$ cat config.mk
export PLATFORM = sky130hd
export DESIGN_NAME = wga_update
export DESIGN_NICKNAME = d
export VERILOG_FILES = /design/src/hw/rtl/weighted_group_accumulator_assert.svh /design/src/hw/rtl/wga_pkg.sv /design/src/hw/rtl/wga_update.sv
export SDC_FILE = /design/constraint.sdc
export NUM_CORES = 1
export LEC_CHECK = 0
export BUFFER_PORTS_ARGS = -buffer_cell sky130_fd_sc_hd__buf_2
export CORE_ASPECT_RATIO = 1.4
export CORE_MARGIN = 4
export CORE_UTILIZATION = 43
export DETAILED_ROUTE_END_ITERATION = 6
export PLACE_DENSITY_LB_ADDON = 0.3
export SLEW_MARGIN = 20
export SYNTH_ARGS = -nofsm -noshare
export SYNTH_HDL_FRONTEND = slang
export SYNTH_SLANG_ARGS = --single-unit
export TNS_END_PERCENT = 50
$ cat constraint.sdc
create_clock -name vclk -period 5
set_input_delay 0.5 -clock vclk [all_inputs]
set_output_delay 0.5 -clock vclk [all_outputs]
set_load 0.02 [all_outputs]
$ cat src/hw/rtl/weighted_group_accumulator_assert.svh
// Assertion macros for the weighted group accumulator.
// WGA_ASSERT_SAME checks a consequent in the same cycle as its antecedent.
// WGA_ASSERT_NEXT checks a consequent in the cycle after its antecedent.
`ifndef WEIGHTED_GROUP_ACCUMULATOR_ASSERT_SVH
`define WEIGHTED_GROUP_ACCUMULATOR_ASSERT_SVH

`ifndef NO_ASSERTIONS
`define WGA_ASSERT_SAME(lbl, clk, rstn, ante, cons, msg) \
  lbl: assert property (@(posedge clk) disable iff (!(rstn)) (ante) |-> (cons)) \
    else $error(msg);
`define WGA_ASSERT_NEXT(lbl, clk, rstn, ante, cons, msg) \
  lbl: assert property (@(posedge clk) disable iff (!(rstn)) (ante) |=> (cons)) \
    else $error(msg);
`else
`define WGA_ASSERT_SAME(lbl, clk, rstn, ante, cons, msg)
`define WGA_ASSERT_NEXT(lbl, clk, rstn, ante, cons, msg)
`endif

`endif

$ cat src/hw/rtl/wga_pkg.sv
`default_nettype none
package wga_pkg;

  localparam int GROUPS_DEF = 64;
  localparam int DIM_DEF    = 64;
  localparam int ACC_W      = 48;
  localparam int PROD_W     = 64;
  localparam int FRAC_SHIFT = 24;

  localparam logic [6:0] NUM_GROUPS_RST = 7'd64;

  // Byte address of the only configuration register.
  localparam logic [1:0] ADDR_NUM_GROUPS = 2'd0;

  localparam logic signed [ACC_W-1:0] ACC_MAX = 48'sh7FFF_FFFF_FFFF;
  localparam logic signed [ACC_W-1:0] ACC_MIN = 48'sh8000_0000_0000;

  typedef enum logic [0:0] {
    OP_ACCUM = 1'b0,
    OP_READ  = 1'b1
  } op_t;

  typedef enum logic [0:0] {
    CLR_SWEEP = 1'b0,
    CLR_RUN   = 1'b1
  } clr_state_t;

  // One word of the accumulator memory: sticky saturation mark and the sum.
  typedef struct packed {
    logic                    sat;
    logic signed [ACC_W-1:0] sum;
  } entry_t;

endpackage
`default_nettype wire

$ cat src/hw/rtl/wga_update.sv
`default_nettype none
module wga_update (
  input  wire logic                              is_read,
  input  wire wga_pkg::entry_t                   cur,
  input  wire logic signed [wga_pkg::PROD_W-1:0] prod,
  output wga_pkg::entry_t                        nxt
);

  logic signed [wga_pkg::ACC_W:0] acc_x;
  logic signed [wga_pkg::ACC_W:0] inc_x;
  logic        [wga_pkg::ACC_W:0] rnd_x;
  logic        [wga_pkg::ACC_W:0] sum_x;

  // Round half up: floor((p + 2^23) / 2^24) equals (p >>> 24) plus bit 23 of p.
  assign acc_x = (wga_pkg::ACC_W + 1)'(cur.sum);
  assign inc_x = (wga_pkg::ACC_W + 1)'($signed(prod[wga_pkg::PROD_W-1:wga_pkg::FRAC_SHIFT]));
  assign rnd_x = (wga_pkg::ACC_W + 1)'(prod[wga_pkg::FRAC_SHIFT-1]);
  assign sum_x = acc_x + inc_x + rnd_x;

  always_comb begin
    nxt = '0;
    if (!is_read) begin
      if (sum_x[wga_pkg::ACC_W] != sum_x[wga_pkg::ACC_W-1]) begin
        nxt.sat = 1'b1;
        nxt.sum = sum_x[wga_pkg::ACC_W] ? wga_pkg::ACC_MIN : wga_pkg::ACC_MAX;
      end else begin
        nxt.sat = cur.sat;
        nxt.sum = sum_x[wga_pkg::ACC_W-1:0];
      end
    end
  end

endmodule
`default_nettype wire

== Word level (Yosys, flattened, before mapping) ==
Cells that the tools add are included.

* Add/sub/neg operators: 2
* Eq/ne operators: 1
* Muxes and demuxes: 3

{| class="wikitable"
|+ Operator list
! kind !! number
|-
| 49-bit 2-to-1 mux || 2
|-
| 48-bit by 40-bit adder with 49-bit output || 1
|-
| 49-bit by 1-bit adder with 49-bit output || 1
|-
| 48-bit 2-to-1 mux || 1
|-
| 1-bit != test || 1
|}

* Flip-flop bits (word level): 0
* Input port bits: 114

== Logic depth before layout (Yosys ltp) ==
* Word-level depth: 5
* Depth in mapped cells: 17

== Least setup slack after synthesis ==
No wires, ideal clock.

* Kind: input -> output
* From: input cur[0] (netlist bit)
* To: output nxt[6] (netlist bit)
* Arrival: 4.100 ns
* Path slack: 0.400 ns
* Cell stages on the path: 16
* Buffers on the path: 2
* Path through: fa_1 -> inv_1 -> fa_1 -> nor2b_4 -> o31a_4 -> a221oi_2 -> o31a_2 -> o21ai_4 -> a31oi_4 -> nor3_2 -> o21ai_0 -> ha_1 -> inv_1 -> clkbuf_1 -> clkbuf_1 -> a21oi_1

{| class="wikitable"
|+ RTL lines
! item !! line !! source
|-
| start: declaration || wga_update.sv:4 || <nowiki>input wire wga_pkg::entry_t cur,</nowiki>
|-
| end: declaration || wga_update.sv:6 || <nowiki>output wga_pkg::entry_t nxt</nowiki>
|}

==> flow_summary_export.csv <==
group,metric,value,unit
outcome,status,"complete, no violations",
routing,wire_per_inst,14.3,um
layout,drive_gt1_share,32.9,%
sta,slew_violations,0,
layout,diodes,0,
sta,hold_violations,0,
routing,dr_wl_met3,621,um
logic_synthesis,syn_avg_cell_area,6.96,sq um
logic_synthesis,synth_top_family_by_area,"compound AO/OA/AOI/OAI gates",
routing,viasPerCell,5.55,
die,die_w,80.9,um
power_and_ir_drop,ir_drop,0.135,mV
routing,first_pass_iters,5,
placed_design,place.gp.congestion,0.924,
placed_design,io_buffers,140,
routing,ant_nets,0,
worst_setup_path,path_max_fanout,31,
die,rows,37,
global_route,gr-usage-all-layers,21.3,%
logic_synthesis,ys_warn_count,0,
power_and_ir_drop,power.density,203,nW/um^2
worst_setup_path,cp.arrival,4.16,ns
sta,finalSetupViolCount,0,
logic_synthesis,synth-simple-area-share,19.6,%
routing,met1_length,3.70,mm
die,die_h,110,um
logic_synthesis,synth_compound_area_share,41.5,%
sta,max_slew_margin,53.9,%
routing,met2_length,5.33,mm
routing,topRoutingLayerUsed,"met4",
layout,final_common_cell,"buf_2",
routing,vias,3777,
global_route,antenna_found_initial,0,
global_route,grt_max_degree,33,
worst_setup_path,required,4.50,ns
placed_design,dp.cells,680,
sta,fin_setup_tns,0,ns
worst_setup_path,start_kind,"input port",
logic_synthesis,synth_xor_area_share,12.3,%
cts,post-cts-setup-buffers,0,
sta,worst_slack,0.338,ns
hold_path,min_path_cells,3,
layout,areaGrowthSynthToFinish,25.2,%
layout,fin_cells,680,
die,fp.dieArea,8910,sq um
logic_synthesis,syn_nets,625,
layout,utilization,54.8,%
logic_synthesis,synth.area.top_cells,"ha_1 (19%), a21oi_1 (9.8%), a21oi_2 (8.2%)",
hold_path,hold_path.class,"input port to output pin",
logic_synthesis,synth_cell_types,56,
placed_design,dp_hpwl,8.29,mm
global_route,grt_pass1_wl,16.0,mm
sta,worst_pin_slew,0.686,ns
layout,register_area,0,sq um
layout,final_nets,750,
sta,clock.fmax,215,MHz
logic_synthesis,synth_fa_ha_area_share,20.4,%
logic_synthesis,syn_inst,460,
power_and_ir_drop,power,814,uW
placed_design,dp_slack,0.137,ns
logic_synthesis,yosys.area.top_type_share,19.1,%
global_route,grt-ovfl-total,0,
logic_synthesis,synth_mux_area_share,0.352,%
run,drv_cap,0,
layout,fillers,779,
worst_setup_path,crit_type,"input port to output pin",
logic_synthesis,synth_area,3200,sq um
layout,nClkBuffers,0,
logic_synthesis,yosysTopAreaCell,"ha_1",
sta,min_period,4.66,ns
layout,layout_common_cells,"buf_2 (140), a21oi_1 (63), ha_1 (48), nand2_1 (37), nor2_1 (32)",
worst_setup_path,critPathCaptureType,"output pin",
layout,seq_cells,0,
logic_synthesis,seq_area_frac_synth,0,%
routing,totalWireLength,9.75,mm
sta,fin_crit_sh,93.2,%
power_and_ir_drop,p_leak,2.00,nW
die,initial_utilization,43.8,%
routing,drt_iter0_drc,160,
die,core-area,7310,sq um
global_route,grt_pass1_vias,3593,
sta,rsz0062_at_grt,"false",
routing,post-route-drc-count,0,
die,io_pins,163,
## metrics by stage
step / hold WS [ns] / cell area, sq um
global route: 1.29 / 4010
CTS: 1.28 / 3990
floorplan: 1.08 / 3200
global placement: 1.28 / 3990
detailed placement: 1.28 / 3990
finish: 1.28 / 4010
## logic make-up after synthesis
group / Yosys count
AO/OA/AOI/OAI: 194
AND/OR/NAND/NOR: 128
multiplexers: 1
buffers and inverters: 41
XOR/XNOR: 45
adder cells (fa/ha/maj): 51
## cell usage after synthesis, types with 3 or more instances
library cell / n
nand4_1: 10
nor3_1: 5
clkbuf_1: 17
nor2b_1: 7
a21o_1: 23
ha_1: 49
inv_1: 17
a31oi_1: 10
nor2_1: 32
a21oi_1: 63
nand2_1: 37
o211ai_1: 3
a41oi_1: 4
nand2b_1: 8
and3_1: 8
nand3_1: 10
xnor2_1: 22
xor2_1: 23
a21oi_2: 30
o21bai_1: 5
o21a_1: 5
buf_6: 4
o21ai_0: 26
a21boi_0: 3
## critical path: stages
cell and delay, ns:
buf_2 0.09, fa_1 0.22, inv_1 0.07, fa_1 0.43, nor2b_4 0.14, o31a_4 0.15
a221oi_4 0.07, o31a_2 0.38, o21ai_4 0.19, a31oi_4 0.15, nor3_4 0.31, o21ai_1 0.13
ha_2 0.41, nand3_1 0.13, o221ai_4 0.25, buf_12 0.26, a21oi_1 0.08, buf_2 0.18
## final cells by class
| type | instances | area [sq um] | share of cell area, % |
|---|---|---|---|
| multi-input combinational | 419 | 3050 | 76.0 |
| tap | 97 | 121 | 3.03 |
| timing repair buffer | 147 | 778 | 19.4 |
| inverter | 17 | 63.8 | 1.59 |
## repair_timing
action	CTS	global route
resized for setup	0	4
hold buffers	0	0
endpoints found under the setup margin	0	46
## power breakdown
| group | leakage [nW] | switching (mW) | internal (mW) |
|---|---|---|---|
| combinational | 2.00 | 0.501 | 0.313 |
| clock | 0 | 0 | 0 |
| sequential | 0 | 0 | 0 |
## metal layers
layer  vias to the layer above  track usage [%]
li1                       1947                -
met1                      1683             24.8
met2                       135             42.7
met3                        12            0.976
met4                         0             3.02
met5                         -                0
## final timing paths
| check | from | endpoint | slack (ns) |
|---|---|---|---|
| worst max-delay path | cur[0] | nxt[1] | 0.34 |
| worst min-delay path | is_read | nxt[47] | 1.28 |
No activity file was read; power rests on OpenSTA's default activity.
