$ cat config.mk
export PLATFORM = sky130hd
export DESIGN_NAME = wga_clear
export DESIGN_NICKNAME = d
export VERILOG_FILES = /design/src/hw/rtl/weighted_group_accumulator_assert.svh /design/src/hw/rtl/wga_pkg.sv /design/src/hw/rtl/wga_clear.sv
export SDC_FILE = /design/constraint.sdc
export NUM_CORES = 1
export LEC_CHECK = 0
export BUFFER_PORTS_ARGS = -buffer_cell sky130_fd_sc_hd__buf_4
export CORE_MARGIN = 8
export CORE_UTILIZATION = 40
export CTS_BUF_LIST = sky130_fd_sc_hd__clkbuf_4
export DETAILED_ROUTE_END_ITERATION = 8
export HOLD_SLACK_MARGIN = 0.06
export PLACE_DENSITY = 0.7
export SLEW_MARGIN = 20
export SYNTH_ARGS = -nofsm -noshare
export SYNTH_HDL_FRONTEND = slang
export SYNTH_SLANG_ARGS = --single-unit
$ cat constraint.sdc
create_clock -name clk -period 3.45 [get_ports clk]
set_input_delay 0.69 -clock clk [delete_from_list [all_inputs] [get_ports clk]]
set_output_delay 0.69 -clock clk [all_outputs]
set_load 0.02 [all_outputs]
$ cat src/hw/rtl/weighted_group_accumulator_assert.svh
// Assertion macros for the weighted group accumulator.
// WGA_ASSERT_SAME checks a consequent in the same cycle as its antecedent.
// WGA_ASSERT_NEXT checks a consequent in the cycle after its antecedent.
`ifndef WEIGHTED_GROUP_ACCUMULATOR_ASSERT_SVH
`define WEIGHTED_GROUP_ACCUMULATOR_ASSERT_SVH

`ifndef NO_ASSERTIONS
`define WGA_ASSERT_SAME(lbl, clk, rstn, ante, cons, msg) \
  lbl: assert property (@(posedge clk) disable iff (!(rstn)) (ante) |-> (cons)) \
    else $error(msg);
`define WGA_ASSERT_NEXT(lbl, clk, rstn, ante, cons, msg) \
  lbl: assert property (@(posedge clk) disable iff (!(rstn)) (ante) |=> (cons)) \
    else $error(msg);
`else
`define WGA_ASSERT_SAME(lbl, clk, rstn, ante, cons, msg)
`define WGA_ASSERT_NEXT(lbl, clk, rstn, ante, cons, msg)
`endif

`endif

$ cat src/hw/rtl/wga_pkg.sv
`default_nettype none
package wga_pkg;

  localparam int GROUPS_DEF = 64;
  localparam int DIM_DEF    = 64;
  localparam int ACC_W      = 48;
  localparam int PROD_W     = 64;
  localparam int FRAC_SHIFT = 24;

  localparam logic [6:0] NUM_GROUPS_RST = 7'd64;

  // Byte address of the only configuration register.
  localparam logic [1:0] ADDR_NUM_GROUPS = 2'd0;

  localparam logic signed [ACC_W-1:0] ACC_MAX = 48'sh7FFF_FFFF_FFFF;
  localparam logic signed [ACC_W-1:0] ACC_MIN = 48'sh8000_0000_0000;

  typedef enum logic [0:0] {
    OP_ACCUM = 1'b0,
    OP_READ  = 1'b1
  } op_t;

  typedef enum logic [0:0] {
    CLR_SWEEP = 1'b0,
    CLR_RUN   = 1'b1
  } clr_state_t;

  // One word of the accumulator memory: sticky saturation mark and the sum.
  typedef struct packed {
    logic                    sat;
    logic signed [ACC_W-1:0] sum;
  } entry_t;

endpackage
`default_nettype wire

$ cat src/hw/rtl/wga_clear.sv
`default_nettype none
module wga_clear #(
  parameter int SLOTS = wga_pkg::GROUPS_DEF * wga_pkg::DIM_DEF,
  parameter int AW    = 12
) (
  input  wire logic          clk,
  input  wire logic          rst_n,
  output logic               busy,
  output logic      [AW-1:0] addr
);

  localparam logic [AW-1:0] LAST = AW'(SLOTS - 1);

  wga_pkg::clr_state_t state_r, state_nxt;
  logic [AW-1:0]       cnt_r, cnt_nxt;

  always_ff @(posedge clk) begin
    if (!rst_n) begin
      state_r <= wga_pkg::CLR_SWEEP;
      cnt_r   <= '0;
    end else begin
      state_r <= state_nxt;
      cnt_r   <= cnt_nxt;
    end
  end

  always_comb begin
    state_nxt = state_r;
    unique case (state_r)
      wga_pkg::CLR_SWEEP: begin
        if (cnt_r == LAST) begin
          state_nxt = wga_pkg::CLR_RUN;
        end
      end
      wga_pkg::CLR_RUN: begin
        state_nxt = wga_pkg::CLR_RUN;
      end
      default: begin
        state_nxt = wga_pkg::CLR_SWEEP;
      end
    endcase
  end

  always_comb begin
    busy    = 1'b0;
    cnt_nxt = cnt_r;
    unique case (state_r)
      wga_pkg::CLR_SWEEP: begin
        busy    = 1'b1;
        cnt_nxt = cnt_r + AW'(1);
      end
      wga_pkg::CLR_RUN: begin
        busy = 1'b0;
      end
      default: begin
        busy = 1'b1;
      end
    endcase
  end

  assign addr = cnt_r;

endmodule
`default_nettype wire

---- After elaboration in Yosys (flattened, before gate mapping) ----
Cells that the tools add are included.
storage, ports and cells
  bits of input ports ..................... 2
  register bits ........................... 13
  word-level logic and storage cells ...... 8
operators by class
  bitwise operators ....................... 1
  add/sub/neg operators ................... 1
  mux-type cells .......................... 3
  equality and inequality tests ........... 1
operators with widths
  kind                     count
  $add A12 B1 Y12 const B  1
  $eq A12 B12 Y1 const B   1
  $pmux W1 S2              2
  $mux W1                  1
  $not A1 Y1               1

---- Logic depth before layout (Yosys ltp) ----
Gate-level depths: netlist (run 1).
  word-level depth ........................ 3
  gate-level depth with buffers ........... 4
  mapped depth without buffers ............ 4

---- Least setup slack after synthesis (run 1) ----
No wires, ideal clock.
  kind .................................... register -> register
  from .................................... register cnt_r[0] (netlist: addr[0])
  to ...................................... register cnt_r[10] (netlist: addr[10])
  slack ................................... 1.848 ns
  stages on the path, launching flop included .. 5
  period minus slack after synthesis ...... 1.602 ns
  library setup time ...................... 0.071 ns
  required time ........................... 3.379 ns
  data arrival time ....................... 1.531 ns
  cell sequence ........................... dfxtp_1 ha_1 nand3b_2 or4_1 a21oi_1
on the way
  longest elaborated chain between the ends .. 1
ends and longest elaborated chain
  what                    line             source
  from (decl)             wga_clear.sv:15  logic [AW-1:0] cnt_r, cnt_nxt;
  from (signal assigned)  wga_clear.sv:23  cnt_r <= cnt_nxt;
  $add A12 B1 Y12         wga_clear.sv:50  cnt_nxt = cnt_r + AW'(1);
No other way between the ends.
A chain may end at the register's enable or synchronous reset.

---- Final worst setup path (run 1) ----
  from .................................... register state_r
  to ...................................... output port busy
on the way
  longest elaborated chain between the ends .. 2
ends and longest elaborated chain
  what                    line             source
  from (decl)             wga_clear.sv:14  wga_pkg::clr_state_t state_r, state_nxt;
  from (signal assigned)  wga_clear.sv:19  state_r <= wga_pkg::CLR_SWEEP;
  from (signal assigned)  wga_clear.sv:22  state_r <= state_nxt;
  $not A1 Y1              --
  $pmux W1 S2 *           wga_clear.sv:47  unique case (state_r)
  to (decl)               wga_clear.sv:8   output logic busy,
Mark *: on every way between the ends. The rest lies on a longest branch, timed or not.

==> key figures, run 1 <==
Clocking
  – Worst-Skew Late Latency: 0.27 ns
  – Clk slew on worst S/H paths: 0.09 ns
  – Clock sinks: 13
  – H-tree depth: 1
  – CTS Buf Count: 3
  – Root buffer cell: clkbuf_4
  – CTS-repair resized insts: 0
  – # Post-CTS Setup Buffers: 0
  – CTS tree: built
  – Hold Buf Count CTS: 0
  – Largest buffer count on any clock path: 2

STA
  – Fin crit share: 49.3%
  – Slew Viols, Final: 0
  – Final setup violation count: 0
  – Unrepaired setup endpoints after global routing: no
  – Worst-margin pin slew: 0.410 ns
  – Final Hold Fails: 0
  – Skew final: 0.00762 ns
  – Setup Total Neg Slack: 0 ns
  – Final WS setup: 1.75 ns
  – Hold slack: 0.505 ns
  – F_max: 588 MHz
  – Min cycle time layout: 1.70 ns
  – Slew HR: 72.6%

Worst setup path
  – Crit Path Category: reg -> out
  – Flop2flop setup slack: 1.86 ns
  – CP Max Fanout: 7
  – Arrival time at the worst endpoint: 1.01 ns
  – RR Startpoint: addr[0]
  – Crit. End Element: output pin
  – Worst Setup Start Kind: register
  – Critical Path Source: state_r
  – CP Data Required Time: 2.76 ns

Yosys
  – Share of Yosys cell area claimed by the top area cell type: 43.7%
  – Post-Syn Nets: 66
  – Mapped cell area: 596 um2
  – Ys Warns: 0
  – Most common cell in the netlist: dfxtp_1
  – Post-synthesis cell type with the largest combined area: dfxtp_1
  – Top cells by count, synth: 13 x dfxtp_1, 8 x a21oi_1, 5 x nor2_1
  – Predominant post-synthesis flop cell: dfxtp_1
  – Post-synthesis sequential area ratio: 43.7%
  – Post-synth ARST share: 0%
  – Netlist cell types: 23
  – EDFF count, synth: 0
  – Synth Register Bits: 13
  – Synth top area cells: dfxtp_1 44%, a21oi_1 6.7%, o31ai_1 5.0%
  – Avg Cell Area, Syn: 9.45 um2
  – Cells after synthesis: 63

Floorplanning
  – Die Wd: 54.6 um
  – DIE HEIGHT: 54.6 um
  – Initial Utilization: 41.0%
  – IO Count: 15
  – Row count: 14
  – DIE AREA: 2980 um2
  – Core Region: 1450 um2

Power
  – Tot Pwr: 280 uW
  – PD cells: 380 nW/um2
  – Leak Pwr: 0.297 nW
  – VDD IR-drop max: 180 uV

Routing
  – Antenna viol nets, final: 0
  – Total number of vias: 516
  – DRT Pass-1 Iters: 4
  – Final WL: 1310 um
  – Wire per inst: 13.8 um
  – Drt via density: 5.43
  – Drt drc: 0
  – Drt first-iter violations: 19

Placement
  – Port Buf Inserts: 14
  – Pre-CTS WS: 1.89 ns
  – Dpl cells: 91
  – Routability cong.: 0.693

Finish
  – Synthesis-to-layout area growth: 23.5%
  – FILL cells: 148
  – Layout Cells excl Fill: 95
  – Multi-input logic area: 309 um2
  – Nets: 83
  – Share of layout cells above drive strength 1: 27.8%
  – Area taken by flip-flops and latches: 260 um2
  – Antenna Cells: 0

Global route
  – Grt ovf: 0
  – Vias in the first global route: 522
  – First-pass GRT wire length: 2270 um
  – Initial antenna violation count: 0
  – Pin count of the biggest net entering global routing: 14
  – GR Util All Layers: 10.3%

Job
  – # Max-Cap Violations: 0

Worst hold path
  – Hold Crit Start: addr[10]
  – Tightest Hold Check Type: reg -> reg

Run status
  – Outcome: finished, final reports clean
-- registers in the layout, summed over array words and instances, names as in the netlist --
signal   cells
addr        12
state_r      1
-- where the power goes --
| group | switching [mW] | internal [mW] | total [mW] |
|---|---|---|---|
| registers | 0.00556 | 0.153 | 0.159 |
| clock network | 0.0495 | 0.0526 | 0.102 |
| logic | 0.0108 | 0.00837 | 0.0192 |
-- stage by stage --
step | area (um2) | utilization, %
finish | 736 | 50.6
global route | 736 | 50.6
CTS | 736 | 50.6
detailed placement | 706 | 48.5
global placement | 706 | 48.5
floorplan | 596 | -
-- cell families after synthesis --
| kind of cell | share of synthesized area, % |
|---|---|
| AND/OR/NAND/NOR | 27.9 |
| AO/OA/AOI/OAI | 14.3 |
| XOR/XNOR | 5.88 |
| buffers and inverters | 4.41 |
| adder cells (fa/ha/maj) | 2.10 |
| flip-flops | 43.7 |
| multiplexers | 1.68 |
-- routing by layer --
metal	up-vias	wire, um	global-route usage, %
met5	-	0	0
met4	0	10	4.92
met3	2	121	3.80
met2	11	556	15.5
met1	238	625	12.7
li1	265	-	-
-- layout make-up --
| class | count | share of cell area [%] |
|---|---|---|
| clock buffer | 4 | 4.08 |
| tap | 16 | 2.72 |
| multi-input combinational | 45 | 42.0 |
| inverter | 3 | 1.53 |
| sequential | 13 | 35.4 |
| timing repair buffer | 14 | 14.3 |
-- path summary, 6_finish.rpt --
kind	to	depth (start not counted)
worst min-delay path	addr[10]	2
worst min register to register	addr[10]	2
worst max register to register	addr[8]	4
worst max-delay path	busy	2
-- worst max-delay path: stages, from the launching register on --
cell and delay (ns):
dfxtp_1 0.47, inv_1 0.10, buf_4 0.17
-- cell usage in the layout (no fill, tap or decap), drive strengths merged --
cell type	n
buf	14
dfxtp	13
a21oi	8
nor2	5
o31ai	4
or4	4
clkbuf	4
or3	4
inv	3
xor2	3
nand3	3
o21ai	3
nand2	2
nand4	2
nand4b	2
nand3b	1
nor2b	1
xnor2	1
mux2i	1
ha	1
No activity file was read; power rests on OpenSTA's default activity.
==> inputs of run 2 (changes only) <==
Clock period 3.45 ns to 1.72 ns, I/O delays scaled along.
==> run 2 against run 1 <==
Against the previous run:
- critical path depth increased by 2
- clock power increased by 100%
- sequential share of layout area decreased by 0.71 points
- sequential power increased by 99%
- critical endpoint is now addr[10]
- largest power group unchanged
- highest routed layer unchanged
==> key figures, run 2 (synthesis results as in run 1) <==
Global route
  – Grt ovf: 0
  – GR Util All Layers: 10.8%
  – Initial antenna violation count: 0
  – Vias in the first global route: 501
  – First-pass GRT wire length: 2190 um
  – Pin count of the biggest net entering global routing: 14

Clocking
  – Hold Buf Count CTS: 0
  – CTS tree: built
  – Clock sinks: 13
  – Worst-Skew Late Latency: 0.29 ns
  – Clk slew on worst S/H paths: 0.08 ns
  – H-tree depth: 1
  – CTS Buf Count: 3
  – Largest buffer count on any clock path: 2
  – # Post-CTS Setup Buffers: 0
  – Root buffer cell: clkbuf_4
  – CTS-repair resized insts: 0

Power
  – Comb pwr share: 7.7%
  – PD cells: 757 nW/um2
  – Seq pwr share: 55.6%
  – Int Power: 432 uW
  – Clock network fraction of design power: 36.6%
  – VDD IR-drop max: 405 uV
  – Leak Pwr: 0.307 nW
  – Switch share: 23.9%
  – Psw: 136 uW

Routing
  – Drt first-iter violations: 9
  – Drt via density: 5.44
  – Antenna viol nets, final: 0
  – Wire per inst: 14.1 um
  – Drt drc: 0
  – Final WL: 1370 um
  – DRT Pass-1 Iters: 4
  – Total number of vias: 528

Run status
  – Outcome: finished, final reports clean

Worst setup path
  – Flop2flop setup slack: 0.15 ns
  – CP Max Fanout: 6
  – Crit. End Element: register
  – Crit Path Category: reg -> reg
  – CP Data Required Time: 1.94 ns
  – Worst Setup Start Kind: register
  – Arrival time at the worst endpoint: 1.78 ns

Finish
  – Nets: 85
  – Share of layout cells above drive strength 1: 29.6%
  – Max reg flops: 12
  – Most frequent cells in the layout: 16 x buf_4, 13 x dfxtp_1, 8 x a21oi_1
  – Most common cell after layout, fill and taps aside: buf_4
  – Final instance area: 751 um2
  – Antenna Cells: 0
  – Synthesis-to-layout area growth: 26.1%
  – FILL cells: 139

Floorplanning
  – Row count: 14
  – Core Region: 1450 um2
  – Die Wd: 54.6 um
  – DIE AREA: 2980 um2
  – DIE HEIGHT: 54.6 um
  – Initial Utilization: 41.0%
  – IO Count: 15

Placement
  – Port Buf Inserts: 14
  – Routability cong.: 0.742
  – Pre-CTS WS: 0.171 ns
  – Detail Placement HPWL: 955 um
  – Post-DP Area: 721 um2

STA
  – Final setup violation count: 0
  – Slew HR: 72.2%
  – Final Hold Fails: 0
  – Final WS setup: 0.153 ns
  – Worst-margin pin slew: 0.417 ns
  – Min cycle time layout: 1.57 ns
  – Setup Total Neg Slack: 0 ns
  – Slew Viols, Final: 0
  – Skew final: 0.00408 ns
  – F_max: 638 MHz
  – Fin crit share: 91.1%
  – Hold slack: 0.484 ns
  – Unrepaired setup endpoints after global routing: no

Job
  – # Max-Cap Violations: 0

Worst hold path
  – Tightest Hold Check Type: in -> reg
[run 2: cell count changes in the layout (fill, tap and decap cells not counted)]
cell / change
buf_4: +2
[run 2: critical path: stages, from the launching register on]
cell	delay [ns]
dfxtp_1	0.42
ha_1	0.26
nand3b_2	0.14
or4_1	0.52
a21oi_1	0.16
[run 2: metal layers]
metal / vias to the layer above / GRT usage, % / part of all wire, %
met5: - / 0 / 0
met4: 0 / 9.43 / 2.4
met3: 4 / 6.25 / 8.4
met2: 15 / 15.1 / 43
met1: 243 / 11.2 / 46
li1: 266 / - / -
[run 2: final cells by class]
type / count / area [um2] / area share (%)
well taps: 16 / 20.0 / 2.67
flip-flops and latches: 13 / 260 / 34.7
inverters: 3 / 11.3 / 1.50
multi-input cells: 45 / 309 / 41.2
clock buffers: 4 / 30.0 / 4.00
repair buffers: 16 / 120 / 16.0
[run 2: path summary, 6_finish.rpt]
path / startpoint / to / depth (start not counted)
max: addr[1] / addr[10] / 4
min: rst_n / addr[4] / 3
max reg2reg: addr[1] / addr[10] / 4
min reg2reg: addr[9] / addr[9] / 2
[run 2: stage by stage]
step | power, mW | instances | util, %
after floorplan | 0.348 | 63 | -
after global placement | 0.366 | 93 | 49.6
after detailed placement | 0.368 | 93 | 49.6
after CTS | 0.582 | 97 | 51.6
after global routing | 0.600 | 97 | 51.6
final | 0.568 | 97 | 51.6
[run 2: power groups by stage]
stage | Combinational (mW) | Clock (mW) | Sequential, mW
6_report | 0.0439 | 0.208 | 0.316
5_1_grt | 0.0475 | 0.235 | 0.317
4_1_cts | 0.0445 | 0.221 | 0.316
3_5_place_dp | 0.0443 | 0 | 0.323
3_3_place_gp | 0.0434 | 0 | 0.323
2_1_floorplan | 0.0167 | 0 | 0.332
